## config.mk

```make
export PLATFORM = sky130hd
export DESIGN_NAME = optm_drain
export DESIGN_NICKNAME = d
export VERILOG_FILES = /design/src/rtl/optm_pkg.sv /design/src/rtl/optm_drain.sv
export SDC_FILE = /design/constraint.sdc
export NUM_CORES = 1
export LEC_CHECK = 0
export BUFFER_PORTS_ARGS = -buffer_cell sky130_fd_sc_hd__buf_4
export CORE_AREA = 8 8 312 314
export CTS_CLUSTER_SIZE = 20
export DETAILED_ROUTE_END_ITERATION = 12
export DIE_AREA = 0 0 320 322
export PLACE_DENSITY = 0.55
export SYNTH_ARGS = -nofsm -noshare
export SYNTH_HDL_FRONTEND = slang
export SYNTH_SLANG_ARGS = --single-unit
```

## constraint.sdc

```tcl
create_clock -name clk -period 69.2 [get_ports clk]
set_clock_uncertainty 0.05 [all_clocks]
set_input_delay 10.38 -clock clk [delete_from_list [all_inputs] [get_ports clk]]
set_output_delay 10.38 -clock clk [all_outputs]
set_load 0.005 [all_outputs]
```

## src/rtl/optm_pkg.sv

```systemverilog
// optm_pkg: shared types and constants of the outer-product tile mac
// holds tile geometry, accumulator format and the lane control word
// no dependencies
package optm_pkg;

	localparam int TILE_ROWS = 4;
	localparam int TILE_COLS = 4;
	localparam int CELLS     = TILE_ROWS * TILE_COLS;
	localparam int ROW_W     = (TILE_ROWS > 1) ? $clog2(TILE_ROWS) : 1;
	localparam int COL_W     = (TILE_COLS > 1) ? $clog2(TILE_COLS) : 1;

	localparam int ACC_W = 48;

	typedef logic signed [ACC_W-1:0] acc_t;

	localparam acc_t ACC_MAX = {1'b0, {(ACC_W-1){1'b1}}};
	localparam acc_t ACC_MIN = {1'b1, {(ACC_W-1){1'b0}}};

	// per-cycle control shared by all mac lanes
	typedef struct packed {
		logic mul_en;
		logic acc_en;
		logic clear;
	} lane_ctrl_t;

endpackage

```

## src/rtl/optm_drain.sv

```systemverilog
// optm_drain: merges the lane sums into one result stream, row-major
// depends on optm_pkg
module optm_drain
	import optm_pkg::*;
(
	input  logic       clk,
	input  logic       arst_n,
	input  logic       load,
	input  acc_t       sums [CELLS],
	output logic       free,
	output logic       out_valid,
	input  logic       out_stall,
	output logic [1:0] tile_row,
	output logic [1:0] tile_col,
	output acc_t       dot_sum,
	output logic       tile_done
);

	acc_t             buf_q [CELLS];
	logic             busy_q;
	logic [ROW_W-1:0] row_q;
	logic [COL_W-1:0] col_q;
	logic             take;
	logic             last;

	assign last      = (row_q == ROW_W'(TILE_ROWS - 1)) && (col_q == COL_W'(TILE_COLS - 1));
	assign take      = busy_q && !out_stall;
	assign free      = !busy_q || (take && last);
	assign out_valid = busy_q;
	assign tile_row  = 2'(row_q);
	assign tile_col  = 2'(col_q);
	assign dot_sum   = buf_q[0];
	assign tile_done = last;

	// buffer shifts toward entry 0 as words leave
	always_ff @(posedge clk) begin
		if (load && free) begin
			buf_q <= sums;
		end else if (take) begin
			for (int k = 0; k < CELLS - 1; k++) begin
				buf_q[k] <= buf_q[k+1];
			end
		end
	end

	always_ff @(posedge clk or negedge arst_n) begin
		if (!arst_n) begin
			busy_q <= 1'b0;
			row_q  <= '0;
			col_q  <= '0;
		end else if (load && free) begin
			busy_q <= 1'b1;
			row_q  <= '0;
			col_q  <= '0;
		end else if (take) begin
			if (last) begin
				busy_q <= 1'b0;
				row_q  <= '0;
				col_q  <= '0;
			end else if (col_q == COL_W'(TILE_COLS - 1)) begin
				col_q <= '0;
				row_q <= row_q + 1'b1;
			end else begin
				col_q <= col_q + 1'b1;
			end
		end
	end

endmodule

```

# After elaboration in Yosys (flattened, before gate mapping)
# Cells that the tools add are included.
[op_classes]
addsub = 2
order_cmp = 0
n_mux = 13
n_div = 0
reduce_logical = 12
n_shift = 0
mul = 0
eq_ne = 2
bitwise = 0
[op_table]
columns = ["op", "n"]
rows = [
  ["2-to-1 mux 720 bit", 2],
  ["2-to-1 mux 2 bit", 8],
  ["adder 2 x 1 -> 2 bit, second input constant", 2],
  ["equality test 2 bit, second input constant", 2],
  ["logical AND 1 bit", 4],
  ["AND reduction 2 bit", 2],
  ["nonzero test 2 bit", 2],
  ["2-to-1 mux 1 bit", 3],
  ["nonzero test 3 bit", 1],
  ["logical NOT 1 bit", 2],
  ["logical OR 1 bit", 1],
]
[word_totals]
register_bits = 773
output_inout_bits = 55
ram_bits = 0
latch_bits = 0
wordCells = 48
n_memories = 0
romBits = 0
in_bits = 772

# Depth between registers and ports, before layout
[logic_depth]
word_depth = 7
mapped_depth = 7
mapped_depth_nobuf = 4

# Worst setup path before layout
# Ideal clock, no wire load.
[synth_timing]
path_type = "input to register"
from = "input load"
to = "register buf_q[100] in the netlist's numbering, enable pin"
stages = 2
n_path_buf = 0
slack_ps = 23903
setup_ps = 1957
required_time_ps = 67193
arrival_ps = 43290
path_cell_list = "inv_1 o21bai_1"
[synth_between]
elab_chain_len = 2
[synth_lines]
columns = ["element", "line_no", "text"]
rows = [
  ["start: declaration", "optm_drain.sv:8", "input logic load,"],
  ["logical AND 1 bit", "optm_drain.sv:37", "if (load && free) begin"],
  ["nonzero test 2 bit (no line)", "-", ""],
  ["end signal: assignment", "optm_drain.sv:38", "buf_q <= sums;"],
  ["end signal: indexed assignment", "optm_drain.sv:41", "buf_q[k] <= buf_q[k+1];"],
  ["end: declaration", "optm_drain.sv:19", "acc_t buf_q [CELLS];"],
]
# Every way passes these cells.
# A chain may end at the register's enable or synchronous reset.

# Worst setup path in the final report
[layout_timing]
from = "input out_stall"
to = "output free"
[layout_between]
elab_chain_len = 4
[layout_lines]
columns = ["element", "line_no", "text"]
rows = [
  ["start: declaration", "optm_drain.sv:12", "input logic out_stall,"],
  ["logical NOT 1 bit", "optm_drain.sv:27", "assign take = busy_q && !out_stall;"],
  ["logical AND 1 bit", "optm_drain.sv:27", ""],
  ["logical AND 1 bit", "optm_drain.sv:28", "assign free = !busy_q || (take && last);"],
  ["logical OR 1 bit", "optm_drain.sv:28", ""],
  ["end: declaration", "optm_drain.sv:10", "output logic free,"],
]
# Every way passes these cells.

==> metrics <==
outcome=finished clean; final worst slack=47850 ps; clock-pin slew on the worst setup and hold paths=60 ps; H-tree depth=3; WP buf/inv=2; synth warn=0; DIE AREA=0.1030 mm²; Area Growth Syn to Fin=29.14%; vias per inst=4.599; top-area cell type share of the netlist area=70.82%; vias in the first global route=18900; gr ovfl total=0; power density cells=28.27 mW/mm²; hold crit path type=flip-flop to flip-flop; core area=0.09249 mm²; Initial DRC Count=1167; Peak Freq=46.83 MHz; share of cells above drive strength 1=50.62%; worst IR drop on VDD=0.02160 mV; site row count=112; initial core utilization=35.21%; top cells by area, synth=edfxtp_1, mux2_1, mux2_2, buf_6, buf_4; CP Data Arrival Time=10920 ps; IO Port Bufs=826; GRT Overall Usage=15.85%; MaxCap Viol Count=0; syn avg cell area=19.79 µm²; fin crit share=30.86%; clock sinks=773; routed wire length per instance=22.95 µm; Clock Latency Late Sink=640 ps; CTS resizes=0; first-pass GRT wire length=122.3 mm; most frequent cells in the layout=buf_4, edfxtp_1, mux2_1; Reg2Reg Depth=6; final setup vio count=0; Yosys reg bits=773; syn nets=2419; Post-CTS Setup Bufs=0; slowest stage delay, CP=170 ps; worst hold slack=467.6 ps; placed cell count=3554; endpoint type of the worst setup path=primary output; fillers=8178; top cell type by total area after synthesis=edfxtp_1; Pwr Total=1.189 mW; min cycle time layout=21350 ps; Residual DRC=0; CP most frequent cell=buf_4; register area share after synthesis=71.21%; count of cell types in the netlist=22; post-synthesis cell count=1645; Slew headroom=21.30%; RSZ-0062 raised after global routing=no; post-DP HPWL=63.11 mm; Slowest-stage cell, CP=nand3b_4; die height=322 µm; leakage power=15.70 nW; total CTS buffers=88; commonest non-fill, non-tap cell in the layout=buf_4; Post-Synthesis Cell Area=0.03256 mm²; setup TNS=0 ps; Crit. path cell count=4; Final Hold Vio Count=0; antenna violations before repair=33; Final ANT Viol Nets=0; I/O pin count=827; cell count of the worst hold path=1; routed vias=17180; CTS tree=done; CP Launch Type=primary input; nets@finish=3221; Hold Buf Count CTS=0; Clock Tree Buf Depth=3; critical path required time=58770 ps; final instance count without filler cells=3735; clk root buf=clkbuf_16; Critical Path Fanout Max=6; area post-placement=0.03935 mm²; First-pass DRT Iterations=4; Slew @ Worst Pin=1180 ps; WL final=85.72 mm; Design Area, Final=0.04205 mm²; pre-CTS setup slack=47860 ps; Die X=320 µm; final core occ=45.47%; largest net degree at the start of global routing=189; Placer Congestion=0.8263; CP cell instances=buf_4 -> nand3b_4 -> nand2_1 -> buf_4; Top delay family on crit path=simple AND/OR/NAND/NOR gates; critical path class=primary input to primary output; max-slew violations=0
==> final timing paths <==
check	end	start	slack (ps)
min reg2reg	buf_q[487]$_DFFE_PP_	buf_q[439]$_DFFE_PP_	470
max	free	out_stall	47850
min	buf_q[487]$_DFFE_PP_	buf_q[439]$_DFFE_PP_	470
max reg2reg	buf_q[621]$_DFFE_PP_	out_valid$_DFFE_PN0P_	64260
max in group asynchronous	out_valid$_DFFE_PN0P_	arst_n	59490
min in group asynchronous	tile_col[1]$_DFFE_PN0P_	arst_n	9490
==> per-layer routing <==
layer / global-route usage (%) / up-vias / wire [µm]
li1: - / 8068 / -
met5: 0 / - / 43
met4: 6.454 / 6 / 2393
met3: 5.438 / 119 / 6803
met2: 28.95 / 564 / 46050
met1: 16.59 / 8422 / 30430
==> report_power, final <==
| part | leakage [nW] | switching [mW] | internal, mW | total (mW) |
|---|---|---|---|---|
| registers | 7.53 | 0.0179 | 0.600 | 0.617 |
| clock network | 1.29 | 0.185 | 0.246 | 0.430 |
| logic | 6.88 | 0.0582 | 0.0827 | 0.141 |
| total | 15.7 | 0.261 | 0.928 | 1.19 |
==> final cells by class <==
cell class | count | area (µm²) | area share, %
inverters | 1 | 3.754 | 0.008926
clock inverters | 41 | 297.8 | 0.7081
flip-flops and latches | 773 | 23190 | 55.14
well taps | 1197 | 1498 | 3.561
repair buffers | 841 | 6364 | 15.13
multi-input cells | 742 | 8298 | 19.73
clock buffers | 113 | 2337 | 5.558
diodes | 27 | 67.56 | 0.1607
==> state kept, by name, summed over array words and instances (netlist names) <==
name	flops
dot_sum	48
tile_row	2
tile_col	2
out_valid	1
buf_q	720
==> cell families (layout without fill, tap and decap cells) <==
family	Yosys count	in the layout	synth area share [%]
adder cells (fa/ha/maj)	2	2	0.07684
buffers and inverters	130	996	3.366
flip-flops	773	773	71.21
AO/OA/AOI/OAI	5	5	0.1268
other	0	27	0
AND/OR/NAND/NOR	12	12	0.2267
multiplexers	723	723	25.00
==> Yosys cell counts <==
library cell  instances
nor3_1                1
o21bai_1              1
mux2i_1               2
buf_6                52
inv_1                 1
a21oi_2               1
edfxtp_1            768
mux2_2              311
nand3b_1              1
nand2_1               2
buf_4                49
a22o_1                2
nand3b_4              1
nor2_1                4
ha_1                  2
buf_2                27
and2_1                1
clkbuf_1              1
nor2b_1               2
dfrtp_1               5
a21o_1                1
mux2_1              410
No activity file was read; power rests on OpenSTA's default activity.
