[config.mk]
export PLATFORM = sky130hd
export DESIGN_NAME = optm_mac_lane
export DESIGN_NICKNAME = d
export VERILOG_FILES = /design/src/rtl/optm_pkg.sv /design/src/rtl/optm_mac_lane.sv
export SDC_FILE = /design/constraint.sdc
export NUM_CORES = 1
export LEC_CHECK = 0
export ABC_AREA = 1
export BUFFER_PORTS_ARGS = -buffer_cell sky130_fd_sc_hd__buf_2
export CAP_MARGIN = 5
export CORE_MARGIN = 3
export CORE_UTILIZATION = 50
export CTS_CLUSTER_DIAMETER = 200
export DETAILED_ROUTE_END_ITERATION = 10
export GPL_TIMING_DRIVEN = 0
export PLACE_DENSITY = 0.67
export RECOVER_POWER = 25
export SYNTH_ARGS = -nofsm -noshare
export SYNTH_HDL_FRONTEND = slang
export SYNTH_SLANG_ARGS = --single-unit
[constraint.sdc]
create_clock -name clk -period 4 [get_ports clk]
set_clock_uncertainty 0.2 [all_clocks]
set_input_delay 0.8 -clock clk [delete_from_list [all_inputs] [get_ports clk]]
set_output_delay 0.8 -clock clk [all_outputs]
set_load 0.02 [all_outputs]
[src/rtl/optm_pkg.sv]
// optm_pkg: shared types and constants of the outer-product tile mac
// holds tile geometry, accumulator format and the lane control word
// no dependencies
package optm_pkg;

	localparam int TILE_ROWS = 4;
	localparam int TILE_COLS = 4;
	localparam int CELLS     = TILE_ROWS * TILE_COLS;
	localparam int ROW_W     = (TILE_ROWS > 1) ? $clog2(TILE_ROWS) : 1;
	localparam int COL_W     = (TILE_COLS > 1) ? $clog2(TILE_COLS) : 1;

	localparam int ACC_W = 48;

	typedef logic signed [ACC_W-1:0] acc_t;

	localparam acc_t ACC_MAX = {1'b0, {(ACC_W-1){1'b1}}};
	localparam acc_t ACC_MIN = {1'b1, {(ACC_W-1){1'b0}}};

	// per-cycle control shared by all mac lanes
	typedef struct packed {
		logic mul_en;
		logic acc_en;
		logic clear;
	} lane_ctrl_t;

endpackage

[src/rtl/optm_mac_lane.sv]
// optm_mac_lane: one tile cell, registered multiply then saturating accumulate
// depends on optm_pkg
module optm_mac_lane
	import optm_pkg::*;
#(
	parameter int DATA_WIDTH = 16
) (
	input  logic                         clk,
	input  logic                         arst_n,
	input  lane_ctrl_t                   ctrl,
	input  logic signed [DATA_WIDTH-1:0] a,
	input  logic signed [DATA_WIDTH-1:0] b,
	output acc_t                         sum_next
);

	localparam int PROD_W = 2 * DATA_WIDTH;
	localparam int SUM_W  = ACC_W + 1;

	logic signed [PROD_W-1:0] prod_s2;
	acc_t                     acc_q;
	logic signed [SUM_W-1:0]  sum_wide;

	always_ff @(posedge clk) begin
		if (ctrl.mul_en) begin
			prod_s2 <= a * b;
		end
	end

	// one extra bit catches overflow of the 48-bit range
	assign sum_wide = SUM_W'(acc_q) + SUM_W'(prod_s2);

	always_comb begin
		if (sum_wide[SUM_W-1] != sum_wide[SUM_W-2]) begin
			sum_next = sum_wide[SUM_W-1] ? ACC_MIN : ACC_MAX;
		end else begin
			sum_next = sum_wide[ACC_W-1:0];
		end
	end

	always_ff @(posedge clk or negedge arst_n) begin
		if (!arst_n) begin
			acc_q <= '0;
		end else if (ctrl.acc_en) begin
			acc_q <= ctrl.clear ? '0 : sum_next;
		end
	end

endmodule

Yosys cells after proc, flatten, opt, wreduce, memory -nomap -nowiden --
Cells that the tools add are included.
Storage, ports and cells: flip-flop bits (word level) 80, input bits 37, output and inout port bits 48
Operators by class: add/subtract/negate cells 1, multiply operators 1, eq/ne operators 1, mux-type cells 3
Operator list (number):
- $mux W48 | 3
- $add A48 B32 Y49 | 1
- $mul A16 B16 Y32 | 1
- $ne A1 B1 Y1 | 1

Longest topological paths before layout --
Gate-level depths: netlist (run 1).
word-level depth 4, depth in mapped cells 26, gate-level depth less buffers 24

Least setup slack after synthesis (run 1) --
OpenSTA, ideal clock, no wires.
path type input port to flip-flop, start input b[5], end register prod_s2[29], data pin, library setup time 0.258 ns, data arrival time 5.877 ns, setup slack -2.335 ns, stages 20, path through clkbuf_1 clkbuf_1 nand2_1 fa_1 inv_1 fa_1 inv_1 fa_1 fa_1 inv_1 fa_1 inv_1 fa_1 inv_1 ha_1 a21oi_1 o21ai_0 a211oi_1 nand3_1 xor2_1
Between the ends: longest elaborated chain between the ends 1
Ends and longest elaborated chain:
- start: declaration | line optm_mac_lane.sv:12 | input logic signed [DATA_WIDTH-1:0] b,
- $mul A16 B16 Y32 | line optm_mac_lane.sv:25 | prod_s2 <= a * b;
- end signal: assignment | line optm_mac_lane.sv:25
- end: declaration | line optm_mac_lane.sv:19 | logic signed [PROD_W-1:0] prod_s2;
Every way passes these cells. A chain may end at the register's enable or synchronous reset.

Worst setup path in the final report (run 1) --
start input b[6], end register prod_s2[28], data pin
The elaborated chain is that of the path after synthesis.

==> results of run 1 <==
metrics by stage:
step	worst slack (ns)	instances	cell area, µm²	setup TNS [ns]
6_report	-1.94	3101	24100	-44.46
5_1_grt	-2.07	3101	24100	-51.51
4_1_cts	-1.89	3046	22800	-39.99
3_5_place_dp	-3.02	2904	19000	-71.07
3_3_place_gp	-2.99	2904	19000	-70.98
2_1_floorplan	-1.85	2399	18200	-38.04
Yosys cell counts, drive strengths merged, types with 8 or more instances:
cell type / n
a21oi: 89
clkbuf: 63
a21o: 8
o21ai: 47
nand3: 58
ha: 130
edfxtp: 32
nand2: 785
fa: 263
dfrtp: 48
buf: 15
nor3: 15
nand4: 25
xnor2: 36
o21bai: 22
xor2: 32
nor2: 126
inv: 585
critical path: stages:
cell       delay, ns
clkbuf_16       0.12
clkbuf_16       0.15
buf_8           0.14
nand2_4         0.06
inv_2           0.04
fa_1            0.54
inv_2           0.06
fa_2            0.35
fa_1            0.57
inv_2           0.05
fa_1            0.47
fa_1            0.51
inv_1           0.05
fa_1            0.51
inv_2           0.05
ha_4            0.27
nand2_4         0.11
buf_4           0.13
o21ai_0         0.11
a21oi_2         0.25
nand3_4         0.18
nand3_4         0.10
nand3_2         0.07
xor2_1          0.17
cell families after synthesis:
family,Yosys count,share of synthesized area (%)
AND/OR/NAND/NOR,1020,24.0
buffers and inverters,663,14.7
adder cells (fa/ha/maj),393,39.6
AO/OA/AOI/OAI,175,5.93
flip-flops,80,12.4
XOR/XNOR,68,3.42
how the worst max path moves through the flow:
stage                      from  depth (start not counted)  slack [ns]          end
after floorplan            a[7]                         26       -1.85  prod_s2[31]
after global placement    b[15]                         18       -2.99  prod_s2[29]
after detailed placement  a[15]                         18       -3.02  prod_s2[29]
after CTS                  a[4]                         23       -1.89  prod_s2[31]
after global routing      b[15]                         20       -2.07  prod_s2[28]
final                      b[6]                         24       -1.94  prod_s2[28]
routing by layer:
layer	up-vias	track usage, %	wire length (µm)
li1	7561	-	-
met1	8085	41.1	24700
met2	577	56.1	30100
met3	145	4.98	3360
met4	0	12.7	2450
met5	-	0	0
flip-flops by register name (all words and copies together) (netlist names):
register,flops
acc_q,48
prod_s2,32
what timing repair did:
action / 4_1_cts / 5_1_grt
pin swaps: 131 / 111
buffers inserted: 116 / 58
endpoints found under the setup margin: 75 / 73
resized for setup: 518 / 219
gates cloned: 10 / 2
hold endpoints to repair: 0 / 0
cell usage in the layout (no fill, tap or decap), types with 19 or more instances in the layout:
cell and instances:
nand2_1 635, inv_1 522, fa_1 240, buf_4 127, nor2_1 95, nand2_4 84
buf_6 77, ha_1 72, nand2_2 63, inv_2 57, clkbuf_16 51, a21oi_1 49
ha_4 49, dfrtp_1 48, xnor2_1 34, nand3_1 34, edfxtp_1 32, xor2_1 30
nand4_1 25, a21oi_2 24, fa_2 23, o21bai_1 21, nor2_4 20, buf_12 20
o21ai_0 19
cell type report:
type	instances	area, µm²
clock buffer	10	239
timing repair buffer	238	2430
tap	448	561
buffer	77	1430
fill	2604	9840
inverter	585	2210
sequential	80	2160
clock inverter	6	51.3
multi-input combinational	1657	15000
==> metrics.txt, run 1 <==
Pins Over Slew Limit=33; Synth top area share=30.2%; gpl congestion=0.959; Hold EP=acc_q[22]; fin crit period=5.94 ns; Die X-Extent=193 µm; Min-Delay Path Class=reg2reg; Tcrit/Tclk final=149%; r2r setup slk=0.76 ns; FF-to-FF Start=prod_s2[31]; via count=16400; failing checks=capacitance limit, slew limit, setup timing; core region area=34000 µm²; WP data arrival=5.86 ns; final worst slack=-1.94 ns; # H-tree levels=3; fmax=168 MHz; Hold Crit Start=acc_q[22]; Die ar.=37100 µm²; Seq cells post-synth=80; vias in the first global route=17100; area grow syn2layout=38.4%; Longest Clk Path Bufs=2; antenna violations before repair=0; CP Max Fanout=6; PortBufs=57; Top Ports=85; DRC violations left=0; detailed placement HPWL=45200 µm; vias per std cell=5.28; clock-pin slew on the worst setup and hold paths=0.07 ns; height of the die=193 µm; RSZ-0062 raised after global routing=yes; clock sinks=80; final hold slack=0.285 ns; slew of the pin with the lowest slew margin=1.83 ns; Final Setup Violations=73; worst r2r path cells=20; number of flops mapped to enable cells by yosys=32; TritonCTS clock tree=done; GRT Util Overall=32.5%; pin count of the biggest net entering global routing=49; layout cells sized above 1=28.4%; Post-synth ARST share=60.0%; WHS Path Cells=2; Unique masters post-synth=41; Syn Nets=2829; Detailed Routing Iterations Pass 1=8; Final Hold Fails=0; Final Util=71.0%; synthesized area per cell=7.26 µm²; r2r endpoint=acc_q[20]; clk_lat worst skew=0.37 ns; status=finished, violations left; FP Rows=67; hold buffers post-CTS=0; Worst Setup Start Kind=primary input; wire per inst=19.6 µm; Root Buffer=clkbuf_16; mapped cell area=17400 µm²; top post-synthesis cells by area=fa_1, nand2_1, inv_1; Post-Syn Instances=2399; critical path type=in2reg; antenna cells=0; number of DRC markers in iteration 0=1238; Seq/Total Area, Yosys=12.4%; dominant synthesized flop cell=dfrtp_1; WP data required=3.91 ns; # nets final=3078; Antenna Nets Post-Route=0; synth warn=0; Max-cap violations=1; max_slew headroom=-21.7%; critical path endpoint category=flop; post-synth top area cell=fa_1; final wirelength=60700 µm; CTS Buf Count=9; GRT overflow=0; Initial Utilization=51.3%; global-route wire length before repair=91800 µm
Power of run 1 is not shown: default switching activity piles up to over one toggle a cycle in this logic, so the estimate is an artifact.
==> run 2: changes to the inputs <==
ABC_AREA = not set   (was 1)
==> run 2 against run 1 <==
  * Via count down 21%
  * Fmax down 10%
  * Utilization is 5.7 points lower
  * Sequential share of layout area is 1.8 points higher
  * Register-to-register slack got worse by 0.69 ns
  * Critical path type unchanged
  * Design area decreased by 17%
  * Count of clock-buffer cells in the layout fell by 1
  * Hold slack gained 0.0069 ns
  * Die area shrank 9.7%
  * Global-route usage shrank 5.6 points
  * The run still ends with capacitance limit, slew limit, setup timing left
  * Non-clock buffer count shrank 46
==> metrics.txt, run 2 <==
status=finished, violations left (unchanged); failing checks=capacitance limit, slew limit, setup timing (unchanged); area grow syn2layout=28.1% (was 38.4%); crit-path most repeated cell=fa_1 (unchanged); commonest cells after routing, fill and taps aside=inv_1, fa_1, nand2_1 (was nand2_1, inv_1, fa_1); Worst path top cell family by delay=adder cells (unchanged); RSZ-0062 raised after global routing=yes (unchanged); Post-Syn Instances=1709 (was 2399); fin crit period=6.61 ns (was 5.94 ns); core region area=30700 µm² (was 34000 µm²); largest family of logic cells by synthesized area=adder cells (unchanged); Seq/Total Area, Yosys=13.8% (was 12.4%); commonest non-fill, non-tap cell in the layout=inv_1 (was nand2_1); clock-pin slew on the worst setup and hold paths=0.06 ns (was 0.07 ns); placed insts=2189 (was 2904); # H-tree levels=3 (unchanged); global-route wire length before repair=72000 µm (was 91800 µm); dominant synthesized flop cell=dfrtp_1 (unchanged); Detailed Routing Iterations Pass 1=6 (was 8); Top Ports=85 (unchanged); synthesized area per cell=9.18 µm² (was 7.26 µm²); FF/Latch Area=2160 µm² (unchanged); critical path's largest stage delay=0.62 ns (was 0.57 ns); Final Setup Violations=74 (was 73); fmax=151 MHz (was 168 MHz); Synth Area in Simple Gates=14.4% (was 24.0%); height of the die=183 µm (was 193 µm); mux contribution to synthesized area=0% (unchanged); Synth top area share=33.6% (was 30.2%); critical path type=in2reg (unchanged); biggest registers after layout=acc_q: 48 flops, prod_s2: 32 flops (unchanged); CTS Buf Count=9 (unchanged); final wirelength=44100 µm (was 60700 µm); antenna violations before repair=0 (unchanged); final hold slack=0.292 ns (was 0.285 ns); Final Hold Fails=0 (unchanged); GRT overflow=0 (unchanged); Fill cells=2421 (was 2604); Tcrit/Tclk final=165% (was 149%); number of flops mapped to enable cells by yosys=32 (unchanged); Cell Chain, Critical Path=buf_8 > clkbuf_16 > and2_4 > fa_1 > inv_2 > fa_1 > fa_2 > inv_2 > fa_1 > fa_1 > fa_2 > ha_4 > a21o_1 > a21o_1 > a21oi_2 > o21ai_2 > a21o_1 > a21oi_2 > o21ai_2 > o41ai_4 > o21bai_1 > a21oi_1 > xnor2_1 (was clkbuf_16 > clkbuf_16 > buf_8 > nand2_4 > inv_2 > fa_1 > inv_2 > fa_2 > fa_1 > inv_2 > fa_1 > fa_1 > inv_1 > fa_1 > inv_2 > ha_4 > nand2_4 > buf_4 > o21ai_0 > a21oi_2 > nand3_4 > nand3_4 > nand3_2 > xor2_1); vias in the first global route=13800 (was 17100); FP Rows=64 (was 67); top post-synthesis cells by area=fa_1, ha_1, dfrtp_1 (was fa_1, nand2_1, inv_1); Antenna Nets Post-Route=0 (unchanged); DRC violations left=0 (unchanged); vias per std cell=5.56 (was 5.28); Min-Delay Path Class=reg2reg (unchanged); Initial Utilization=51.0% (was 51.3%); # nets final=2346 (was 3078); layout cells sized above 1=25.5% (was 28.4%); via count=12900 (was 16400); wire per inst=19.0 µm (was 19.6 µm); hold buffers post-CTS=0 (unchanged); cell with the most instances after synthesis=inv_1 (was nand2_1); pin count of the biggest net entering global routing=49 (unchanged); antenna cells=0 (unchanged); WP data required=3.90 ns (was 3.91 ns); final worst slack=-2.61 ns (was -1.94 ns); post-synth top area cell=fa_1 (unchanged); Crit-path slowest cell=fa_2 (was fa_1); Die X-Extent=183 µm (was 193 µm); Compound-Gate Fraction of Synth Area=12.4% (was 5.93%); r2r setup slk=0.07 ns (was 0.76 ns); max_slew headroom=-9.69% (was -21.7%); Post-synth ARST share=60.0% (unchanged); number of DRC markers in iteration 0=770 (was 1238); worst path buffer plus inverter count=4 (was 9); CP Max Fanout=6 (unchanged); top post-synthesis cells by count=inv_1, fa_1, nand2_1 (was nand2_1, inv_1, fa_1); Root Buffer=clkbuf_16 (unchanged); slew of the pin with the lowest slew margin=1.65 ns (was 1.83 ns); detailed placement HPWL=33400 µm (was 45200 µm); Syn Nets=2139 (was 2829); Longest Clk Path Bufs=2 (unchanged); Die ar.=33500 µm² (was 37100 µm²); Multi-input gate area=13200 µm² (was 15000 µm²); Worst Setup Start Kind=primary input (unchanged); clock sinks=80 (unchanged); Pins Over Slew Limit=27 (was 33); Biggest register=acc_q (unchanged); clk_lat worst skew=0.36 ns (was 0.37 ns); WP data arrival=6.52 ns (was 5.86 ns); Max-cap violations=1 (unchanged); post-synthesis xor/xnor area fraction=4.40% (was 3.42%); max reg flops=48 (unchanged); gpl congestion=0.940 (was 0.959); PortBufs=84 (was 57); Unique masters post-synth=67 (was 41); GRT Util Overall=26.9% (was 32.5%); critical path endpoint category=flop (unchanged); Synth Area in Adders=45.7% (was 39.6%); synth warn=0 (unchanged); TritonCTS clock tree=done (unchanged); Seq cells post-synth=80 (unchanged); mapped cell area=15700 µm² (was 17400 µm²); final std cells w/o fill=2317 (was 3101)
[run 2: what timing repair did]
action	CTS	global route
endpoints found under the setup margin	88	116
gates cloned	4	1
pin swaps	80	86
resized for setup	303	119
buffers inserted	85	34
hold endpoints to repair	0	0
[run 2: final cells by class]
cell class / instances / area share [%]
plain buffers: 71 / 4.19
flip-flops and latches: 80 / 10.8
well taps: 396 / 2.46
repair buffers: 198 / 9.59
clock buffers: 9 / 1.12
multi-input cells: 1244 / 65.6
clock inverters: 7 / 0.386
inverters: 312 / 5.86
[run 2: path summary, 6_finish.rpt]
kind                       startpoint           to  depth (start not counted)
min reg2reg                 acc_q[18]    acc_q[18]                          1
min                         acc_q[18]    acc_q[18]                          1
max reg2reg                prod_s2[1]    acc_q[46]                         16
max in group asynchronous      arst_n    acc_q[24]                          2
min in group asynchronous      arst_n     acc_q[1]                          1
max                              b[4]  prod_s2[29]                         23
[run 2: metrics by stage]
step | util (%) | TNS (ns) | cell area, µm² | setup slack, ns
6_report | 65.4 | -79.63 | 20100 | -2.61
5_1_grt | 65.4 | -88.17 | 20100 | -2.80
4_1_cts | 63.3 | -80.59 | 19500 | -2.60
3_5_place_dp | 56.1 | -85.34 | 17300 | -3.23
3_3_place_gp | 56.1 | -82.87 | 17300 | -3.16
2_1_floorplan | - | -39.35 | 16300 | -2.38
[run 2: per-layer routing]
metal / wire length [µm] / global-route usage [%] / vias to the layer above
met4: 1300 / 7.89 / 0
met5: 0 / 0 / -
met1: 18300 / 35.8 / 6498
met2: 21700 / 45.9 / 417
met3: 2750 / 4.30 / 97
li1: - / - / 5877
[run 2: cells by family after synthesis]
| family | count (synthesis) |
|---|---|
| adders and majority gates | 420 |
| xor gates and xnor gates | 78 |
| DFF | 80 |
| AOI/OAI and AO/OA | 277 |
| buffers and inverters | 385 |
| and+or+nand+nor | 469 |
[run 2: worst reg2reg max path: cells and delay by family (launching register included)]
family                     cells  cell delay [ns]
buffers and inverters          5             0.65
xor gates and xnor gates       1             0.21
adders and majority gates      2             0.58
DFF                            1             0.48
AOI/OAI and AO/OA              8             1.71
Power of run 2 is left out for the same reason.
==> run 3: changes to the inputs <==
ABC_AREA = 1   (was not set)
CORE_MARGIN = not set   (was 3)
==> run 3 against run 2 <==
  * The run still ends with capacitance limit, slew limit, setup timing left
  * Via count up 28%
  * Count of clock-buffer cells in the layout up 1
  * Critical path depth is 1 higher
  * First-iteration DRC count increased by 44%
  * Cell count is 35% higher
  * Sequential share of layout area down 1.8 points
  * Critical path type unchanged
  * Non-clock buffer count grew 79
  * Setup slack better by 0.68 ns
  * Design area increased by 21%
  * Sequential cell count unchanged
  * Register-to-register slack better by 0.68 ns
  * Routed wire length up 38%
==> metrics.txt, run 3 (synthesized netlist as in run 1, its figures left out) <==
status=finished, violations left (unchanged); failing checks=capacitance limit, slew limit, setup timing (unchanged); commonest cells after routing, fill and taps aside=nand2_1, inv_1, fa_1 (was inv_1, fa_1, nand2_1); GRT overflow=0 (unchanged); biggest registers after layout=acc_q: 48 flops, prod_s2: 32 flops (unchanged); critical path type=in2reg (unchanged); DRC violations left=0 (unchanged); Initial Utilization=51.4% (was 51.0%); antenna cells=0 (unchanged); Detailed Routing Iterations Pass 1=5 (was 6); wire per inst=19.4 µm (was 19.0 µm); critical path endpoint category=flop (unchanged); Multi-input gate area=15100 µm² (was 13200 µm²); number of DRC markers in iteration 0=1106 (was 770); pre-CTS WS=-3.11 ns (was -3.23 ns); gpl congestion=0.979 (was 0.940); layout cells sized above 1=29.3% (was 25.5%); Root Buffer=clkbuf_16 (unchanged); WP data required=3.90 ns (about the same); slew of the pin with the lowest slew margin=1.64 ns (was 1.65 ns); Die ar.=35600 µm² (was 33500 µm²); RSZ-0062 raised after global routing=yes (unchanged); final std cells w/o fill=3133 (was 2317); placed insts=2904 (was 2189); commonest non-fill, non-tap cell in the layout=nand2_1 (was inv_1); vias in the first global route=17100 (was 13800); Antenna Nets Post-Route=0 (unchanged); design area=24200 µm² (was 20100 µm²); final hold slack=0.284 ns (was 0.292 ns); FF/Latch Area=2160 µm² (unchanged); PortBufs=57 (was 84); clock sinks=80 (unchanged); global-route wire length before repair=92300 µm (was 72000 µm); height of the die=189 µm (was 183 µm); # nets final=3110 (was 2346); max reg flops=48 (unchanged); Biggest register=acc_q (unchanged); clk_lat worst skew=0.36 ns (about the same); via count=16500 (was 12900); Min-Delay Path Class=reg2reg (unchanged); Cell Area, Placed=19000 µm² (was 17300 µm²); # H-tree levels=3 (unchanged); fmax=169 MHz (was 151 MHz); Worst Setup Start Kind=primary input (unchanged); CP Max Fanout=7 (was 6); final worst slack=-1.93 ns (was -2.61 ns); TritonCTS clock tree=done (unchanged); fin crit period=5.93 ns (was 6.61 ns); FP Rows=67 (was 64); Fill cells=2566 (was 2421); Longest Clk Path Bufs=2 (unchanged); WP data arrival=5.83 ns (was 6.52 ns); Max-cap violations=1 (unchanged); final wirelength=60900 µm (was 44100 µm); pin count of the biggest net entering global routing=49 (unchanged); clock-pin slew on the worst setup and hold paths=0.07 ns (was 0.06 ns); GRT Util Overall=33.8% (was 26.9%); vias per std cell=5.27 (was 5.56); Final Hold Fails=0 (unchanged); Die X-Extent=189 µm (was 183 µm); Tcrit/Tclk final=148% (was 165%); CTS Buf Count=9 (unchanged); Top Ports=85 (unchanged); Final Setup Violations=73 (was 74); antenna violations before repair=0 (unchanged); area grow syn2layout=39.2% (was 28.1%); Pins Over Slew Limit=27 (unchanged); max_slew headroom=-9.16% (was -9.69%); core region area=33900 µm² (was 30700 µm²); detailed placement HPWL=45300 µm (was 33400 µm)
-- run 3: worst paths after layout --
kind,to,depth (start not counted),slack [ns],from
min in group asynchronous,acc_q[3],1,0.57,arst_n
hold / removal,acc_q[23],2,0.28,acc_q[23]
setup reg to reg,acc_q[18],20,0.75,prod_s2[3]
max in group asynchronous,acc_q[26],2,0.84,arst_n
hold reg to reg,acc_q[23],2,0.28,acc_q[23]
setup / recovery,prod_s2[27],24,-1.93,a[10]
-- run 3: through the flow --
stage | setup TNS, ns | utilization, %
2_1_floorplan | -38.04 | -
3_3_place_gp | -69.17 | 56.2
3_5_place_dp | -71.06 | 56.2
4_1_cts | -46.43 | 66.2
5_1_grt | -54.99 | 71.6
6_report | -45.91 | 71.6
-- run 3: worst max-delay path, stage by stage --
cell and delay [ns]:
buf_8 0.12, clkbuf_16 0.15, buf_4 0.12, nand2_2 0.06, fa_1 0.48, fa_1 0.48, fa_1 0.57, inv_2 0.04
fa_1 0.49, fa_1 0.49, inv_1 0.05, fa_1 0.51, inv_2 0.05, ha_4 0.31, nand2_4 0.06, inv_4 0.06
nand3_4 0.08, nor2_4 0.17, nand4_1 0.15, nand3_2 0.16, nand2_2 0.09, nand2_4 0.09, a21oi_2 0.06, xnor2_1 0.15
-- run 3: what timing repair did --
| item | CTS | global route |
|---|---|---|
| buffers inserted | 118 | 98 |
| hold buffers | 0 | 0 |
| resized for setup | 442 | 352 |
| endpoints found under the hold margin | 0 | 0 |
| setup endpoints to repair | 75 | 74 |
| pin swaps | 92 | 154 |
| cloned | 7 | 2 |
-- run 3: layout make-up --
type	count	area share, %
Buffer	75	5.18
Clock buffer	10	0.986
Clock inverter	6	0.206
Inverter	585	9.13
Multi-Input combinational cell	1656	62.1
Sequential cell	80	8.92
Tap cell	448	2.31
Timing Repair Buffer	273	11.2
-- run 3: routing by layer --
| layer | vias to the layer above | track usage (%) | share of wire (%) | routed length, µm |
|---|---|---|---|---|
| met5 | - | 0 | 0 | 0 |
| met4 | 0 | 14.8 | 5.1 | 3130 |
| met3 | 168 | 4.60 | 5.7 | 3470 |
| met2 | 611 | 58.8 | 49 | 30000 |
| met1 | 8095 | 41.8 | 40 | 24300 |
| li1 | 7639 | - | - | - |
Power of run 3 is left out for the same reason.
